[config.mk]
export PLATFORM = sky130hd
export DESIGN_NAME = srt_ram
export DESIGN_NICKNAME = d
export VERILOG_FILES = /design/src/design/sorted_region_table_macros.svh /design/src/design/srt_ram.sv
export SDC_FILE = /design/constraint.sdc
export NUM_CORES = 1
export LEC_CHECK = 0
export BUFFER_PORTS_ARGS = -buffer_cell sky130_fd_sc_hd__clkbuf_2
export CORE_ASPECT_RATIO = 1.25
export CORE_MARGIN = 10
export CORE_UTILIZATION = 59
export CTS_BUF_LIST = sky130_fd_sc_hd__clkbuf_16
export CTS_CLUSTER_DIAMETER = 60
export DETAILED_ROUTE_END_ITERATION = 16
export PLACE_DENSITY = 0.77
export SLEW_MARGIN = 5
export SYNTH_ARGS = -nofsm -noshare
export SYNTH_HDL_FRONTEND = slang
export SYNTH_SLANG_ARGS = --single-unit
[constraint.sdc]
create_clock -name clk -period 2.6 [get_ports clk]
set_input_delay 0.78 -clock clk [delete_from_list [all_inputs] [get_ports clk]]
set_output_delay 0.78 -clock clk [all_outputs]
set_load 0.05 [all_outputs]
[src/design/sorted_region_table_macros.svh]
// assertion helpers for the region table
`ifndef SORTED_REGION_TABLE_MACROS_SVH
`define SORTED_REGION_TABLE_MACROS_SVH

// a condition that must hold at every edge outside reset
`define SRT_ASSERT_ALWAYS(label, cond, msg) \
  label: assert property (@(posedge clk) disable iff (rst) (cond)) else $error(msg);

// an implication checked on the next edge
`define SRT_ASSERT_NEXT(label, ante, cons, msg) \
  label: assert property (@(posedge clk) disable iff (rst) (ante) |=> (cons)) else $error(msg);

`endif

[src/design/srt_ram.sv]
`default_nettype none
module srt_ram #(
  parameter int Width = 8,
  parameter int Depth = 16
) (
  input wire logic clk,
  input wire logic we,
  input wire logic [$clog2(Depth)-1:0] waddr,
  input wire logic [Width-1:0] wdata,
  input wire logic [$clog2(Depth)-1:0] raddr,
  output logic [Width-1:0] rdata
);
  logic [Width-1:0] mem [Depth];

  always_ff @(posedge clk) begin
    if (we) begin
      mem[waddr] <= wdata;
    end
    rdata <= mem[raddr];
  end
endmodule
`default_nettype wire

==> summary.txt, run 1 <==
Resized cells post-CTS: 0
CP Capture Point: rdata[7]
Reg-to-reg slack, setup: 1.25 ns
PwrDens: 883 nW/um^2
WP buf/inv: 1
CTS tree: yes
Area of the die: 12900 um^2
Mapped cell area: 5150 um^2
HPWL after DPL: 5.96 mm
Synth top area share: 74.7%
Slowest CP cell: dfxtp_1
Max_cap viols: 0
Syn Area/Cell: 22.5 um^2
Number of buffers created by CTS: 17
Hold-fix buffers, CTS: 0
Core Area: 8610 um^2
Std cell rows: 38
Dominant synthesized flop cell: edfxtp_1
Post-route ant nets: 0
Worst-Margin Slew: 0.760 ns
DR vias: 2532
Hold Worst Slack: 0.673 ns
Max Slew Vio Count: 0
Final RePlAce weighted congestion: 0.774
Drc violations: 0
Area Overhead vs Synth: 20.3%
DR pass1 iterations: 4
Die X-Extent: 104 um
Largest net degree at the start of global routing: 33
Largest area contributor in the netlist: edfxtp_1
Fin crit period: 1.83 ns
Peak Freq: 546 MHz
Drt first-iter violations: 218
Root Driver: clkbuf_16
Hold Vio Cnt, Final: 0
Worst-path fanout max: 1
H-tree Lvls: 4
Endpoints failing setup: 0
Worst reg2reg startpoint: mem[0][2]
Routed wire length: 9.99 mm
Sequential fraction of the synthesis area: 77.8%
Die H: 124 um
Fillers: 513
Required time of the critical path: 1.82 ns
Synthesized flop and latch total: 136
Unrepaired setup endpoints after global routing: false
Worst vdd ir: 0.645 mV
Top cells by area, synth: edfxtp_1 (75%), mux4_2 (7.9%), mux4_1 (7.1%)
Fraction of layout cells with a size suffix above 1: 31.1%
Worst hold stages: 3
CP Depth: 1
Initial antenna violation count: 0
Unique masters post-synth: 19
R2R depth: 3
Syn nets: 247
Fin area: 6190 um^2
CTS Buffer Depth: 2
Hold Path Class: reg -> reg
# nets final: 301
Worst EP arrival: 1.05 ns
Port buffer count: 25
Ports: 26
Final period util: 70.4%
Number of global-route vias before repair: 2717
First-pass GRT wire length: 15.7 mm
Setup TNS: 0 ns
Setup bufs post-CTS: 0
Clock latency on the worst-skew pair: 0.41 ns
CTS clock-pin slew for the worst setup and hold paths: 0.06 ns
Initial Utilization: 59.8%
Number of diodes: 0
Post-synth ARST share: 0%
Slew HR: 49.2%
Crit path max-delay family: flip-flops
Worst Skew: 0.00589 ns
Gr usage total: 16.5%
Via density: 6.09
Synth warnings: 0
Final global-route overflow total: 0
Post-synth EDFFs: 128
Crit path cell chain: clkbuf_2
Max incr delay on CP: 0.34 ns
Placed instance area: 5510 um^2
WL per Instance: 24.0 um
Setup crit end kind: output port
Leakage Power: 2.14 nW
TritonCTS Sinks: 136
Crit path launch: rdata[7]
Reg-to-Reg End: rdata[2]
Worst setup path class: reg -> out
Startpoint Class: flip-flop
Outcome: finished, final reports clean
Synth Instances: 229
## worst min path at each step
stage,start,endpoint,slack (ns)
3_5_place_dp,mem[15][1],rdata[1],0.66
6_report,mem[12][2],rdata[2],0.67
2_1_floorplan,mem[7][0],rdata[0],0.63
5_1_grt,mem[13][1],rdata[1],0.70
4_1_cts,mem[8][2],rdata[2],0.68
3_3_place_gp,mem[11][1],rdata[1],0.65
## power by group
| group | total, mW | switching (mW) | internal, mW |
|---|---|---|---|
| registers | 2.47 | 0.0148 | 2.45 |
| clock network | 2.73 | 0.845 | 1.88 |
| logic | 0.276 | 0.177 | 0.0985 |
| total | 5.47 | 1.04 | 4.43 |
## layout by cell type (no fill, tap or decap), drive strengths merged
cell type,netlist,layout
nand2,9,9
or3b,1,1
and2,1,1
nand3,1,1
clkinv,0,2
clkinvlp,0,3
dfxtp,8,8
bufinv,0,7
nor3,4,4
nor2,13,13
nand2b,2,2
clkbuf,0,42
edfxtp,128,128
mux4,32,32
buf,7,20
and2b,1,1
a22oi,16,16
nor2b,1,1
inv,0,3
nand3b,2,2
## kinds of logic (layout without fill, tap and decap cells)
family,after synthesis,count (layout),synth area share [%]
DFF,136,136,77.8
and+or+nand+nor,35,35,3.18
muxes,32,32,15.0
AOI/OAI and AO/OA,16,16,2.33
buffers and inverters,10,77,1.68
## cells in the mapped netlist, types with 3 or more instances
cell,n
edfxtp_1,128
mux4_1,14
nor2_1,13
buf_6,3
a22oi_1,16
clkdlybuf4s25_2,3
mux4_2,18
nand2_1,9
buf_2,3
nor3_1,4
dfxtp_1,8
## layer usage
| layer | track usage, % | vias to the layer above | wire length [um] |
|---|---|---|---|
| li1 | - | 1083 | - |
| met1 | 18.9 | 1305 | 3800 |
| met2 | 26.3 | 121 | 5200 |
| met3 | 6.16 | 23 | 718 |
| met4 | 8.99 | 0 | 278 |
| met5 | 0 | - | 0 |
## area by class of cell
type / count / area (um^2) / area share, %
clock buffers: 17 / 425 / 6.87
clock inverters: 15 / 256 / 4.14
multi-input cells: 83 / 1060 / 17.1
flip-flops and latches: 136 / 4000 / 64.6
well taps: 120 / 150 / 2.42
repair buffers: 45 / 300 / 4.85
## stage by stage
stage / cells / worst slack (ns) / total power [mW] / utilization, %
after floorplan: 229 / 0.327 / 2.68 / -
after global placement: 384 / 0.353 / 2.78 / 64.0
after detailed placement: 384 / 0.339 / 2.79 / 64.0
after CTS: 416 / 0.739 / 5.51 / 72.0
after global routing: 416 / 0.712 / 5.62 / 72.0
final: 416 / 0.768 / 5.47 / 72.0
## registers in the layout, indices dropped and copies added, names as in the netlist
name   flops
mem      128
rdata      8
(Power assumes the default switching activity.)
==> run 2, diff against run 1 <==
Settings changed: ABC_AREA set to 1.
Clock period 2.6 ns to 1.7 ns, I/O delays scaled along.
==> run 2 against run 1 <==
  * Synthesized cell count is 140% higher
  * Sequential cell count stayed put
  * Register-to-register slack worse by 0.57 ns
  * Sequential share of layout area is 4.9 points lower
  * Critical endpoint is now rdata[1]
  * Clock power is 29% higher
  * Largest power group is now registers
  * Highest routed layer unchanged
  * Non-clock buffer count is 8 higher
  * Critical path depth stayed put
  * Count of clock-buffer cells in the layout stayed put
  * Total power is 43% higher
==> summary.txt, run 2 <==
Initial Utilization: 60.3% (+0.51 points)
Max Slew Vio Count: 0 (unchanged)
Worst setup path class: reg -> out
Peak Freq: 637 MHz
Gr usage total: 19.6% (+3.1 points)
Die X-Extent: 108 um (+4.7%)
Sw power: 1.68 mW (+62%)
Unique masters post-synth: 12 (-7)
Worst EP arrival: 1.06 ns (about the same)
Max_cap viols: 0 (unchanged)
Routed wire length: 12.8 mm (+29%)
HPWL after DPL: 8.07 mm (+35%)
Slew HR: 73.1% (+24 points)
Post-synth ARST share: 0% (unchanged)
Dominant synthesized flop cell: edfxtp_1
Post-route ant nets: 0 (unchanged)
Number of global-route vias before repair: 4055 (+49%)
Outcome: finished, final reports clean
CTS clock-pin slew for the worst setup and hold paths: 0.06 ns (about the same)
Hold Vio Cnt, Final: 0 (unchanged)
CTS tree: yes
Sw Ratio: 21.4% (+2.5 points)
Synth top area share: 66.7% (-8.0 points)
Int Pwr: 6.15 mW (+39%)
Top post-synthesis cells by count: nand2_1 (173), edfxtp_1 (128), inv_1 (100), nand3_1 (97), nor2_1 (17)
Most frequent cells in the layout: nand2_1 (173), edfxtp_1 (128), inv_1 (102)
Clock latency on the worst-skew pair: 0.41 ns (about the same)
Area of the die: 14200 um^2 (+9.9%)
Fraction of layout cells with a size suffix above 1: 12.9% (-18 points)
Core Area: 9560 um^2 (+11%)
Port buffer count: 25 (unchanged)
Leakage Power: 2.96 nW (+38%)
Hold-fix buffers, CTS: 0 (unchanged)
Placed instance area: 6130 um^2 (+11%)
Worst Skew: 0.00533 ns (-0.000560 ns)
# nets final: 617 (+100%)
Area Overhead vs Synth: 16.2%
Setup crit end kind: output port
Die H: 131 um (+4.9%)
Slowest CP cell: dfxtp_1
Endpoints failing setup: 0 (unchanged)
WP buf/inv: 1 (unchanged)
Number of buffers created by CTS: 17 (unchanged)
Final period util: 92.4%
Via density: 5.40 (-11%)
Setup TNS: 0 ns (unchanged)
Logic pwr share: 6.8% (+1.8 points)
H-tree Lvls: 4 (unchanged)
DR pass1 iterations: 5 (+1)
Initial antenna violation count: 0 (unchanged)
Final RePlAce weighted congestion: 0.852 (+10%)
Most flop-heavy register: mem
Ports: 26 (unchanged)
Worst vdd ir: 0.760 mV (+18%)
First-pass GRT wire length: 20.8 mm (+32%)
Syn Area/Cell: 10.5 um^2 (-53%)
Hold Path Class: in -> reg
Unrepaired setup endpoints after global routing: false
TritonCTS Sinks: 136 (unchanged)
Max incr delay on CP: 0.35 ns (about the same)
Std cell rows: 40 (+5.3%)
Worst-path fanout max: 1 (unchanged)
Synth warnings: 0 (unchanged)
WL per Instance: 17.4 um (-28%)
Syn nets: 569 (+130%)
Number of diodes: 0 (unchanged)
Number of flip-flops in the largest register: 128 (unchanged)
Most common library cell in the layout ignoring fill and taps: nand2_1
Largest net degree at the start of global routing: 51 (+55%)
Worst-Margin Slew: 0.403 ns (-0.357 ns)
Setup bufs post-CTS: 0 (unchanged)
Drc violations: 0 (unchanged)
Root Driver: clkbuf_16
Startpoint Class: flip-flop
Seq pwr share: 48.3% (+3.2 points)
Most frequent cell after synthesis: nand2_1
Fin crit period: 1.57 ns
Fin area: 6700 um^2 (+8.2%)
Post-synth EDFFs: 128 (unchanged)
Largest area contributor in the netlist: edfxtp_1
Crit path max-delay family: flip-flops
Top cells by area, synth: edfxtp_1 (67%), nand2_1 (11%), nand3_1 (8.4%)
Crit path cell chain: clkbuf_2
Clock Power Share: 44.9% (-4.9 points)
Synth Instances: 551 (+140%)
Biggest regs: mem (128), rdata (8)
CTS Buffer Depth: 2 (unchanged)
Final global-route overflow total: 0 (unchanged)
Synthesized flop and latch total: 136 (unchanged)
Drt first-iter violations: 425 (+95%)
Mapped cell area: 5770 um^2 (+12%)
PwrDens: 1170 nW/um^2 (+32%)
DR vias: 3984 (+57%)
Sequential fraction of the synthesis area: 69.4% (-8.4 points)
Resized cells post-CTS: 0 (unchanged)
Required time of the critical path: 1.19 ns (-0.63 ns)
## run 2: cell count changes in the layout (fill, tap and decap cells not counted), sizes merged, moves of 7 or more
cell | before | now
a22oi | 16 | 0
buf | 20 | 28
clkinv | 2 | 9
inv | 3 | 104
mux4 | 32 | 0
nand2 | 9 | 173
nand3 | 1 | 97
## run 2: per-layer routing
metal,part of all wire (%),track usage [%],wire length (um)
met4,2.7,9.95,344
met3,8.1,4.41,1040
met5,0,0,0
met2,52,33.4,6620
met1,38,22.9,4840
## run 2: through the flow
step	instances	setup WS (ns)	total power, mW	utilization, %	hold slack [ns]
2_1_floorplan	551	0.239	4.18	-	0.607
6_report	738	0.129	7.82	70.1	0.529
3_3_place_gp	706	0.154	4.36	64.1	0.631
5_1_grt	738	0.0817	8.05	70.1	0.522
4_1_cts	738	0.101	7.84	70.1	0.502
3_5_place_dp	706	0.118	4.37	64.1	0.652
## run 2: logic make-up after synthesis
logic type	count (synthesis)	synth area share (%)
AND/OR/NAND/NOR	289	21.0
buffers and inverters	126	9.52
flip-flops	136	69.4
## run 2: layout make-up
class                      instances  area, um^2
fill                             661        2860
inverter                         102         383
clock buffer                      17         425
sequential                       136        4000
tap                              126         158
multi-input combinational        289        1210
clock inverter                    15         143
timing repair buffer              53         373
## run 2: power groups by stage
| stage | logic, mW | registers, mW | clock network, mW |
|---|---|---|---|
| finish | 0.536 | 3.78 | 3.51 |
| global placement | 0.515 | 3.84 | 0 |
| global route | 0.589 | 3.78 | 3.68 |
| detailed placement | 0.530 | 3.84 | 0 |
| floorplan | 0.264 | 3.91 | 0 |
| CTS | 0.536 | 3.78 | 3.53 |
## run 2: worst paths after layout
path / start / to / slack [ns] / cells past startpoint
setup / recovery: rdata[1] / rdata[1] / 0.13 / 1
setup reg to reg: mem[7][6] / rdata[6] / 0.68 / 6
hold / removal: raddr[3] / rdata[7] / 0.53 / 3
hold reg to reg: mem[10][7] / rdata[7] / 0.67 / 6
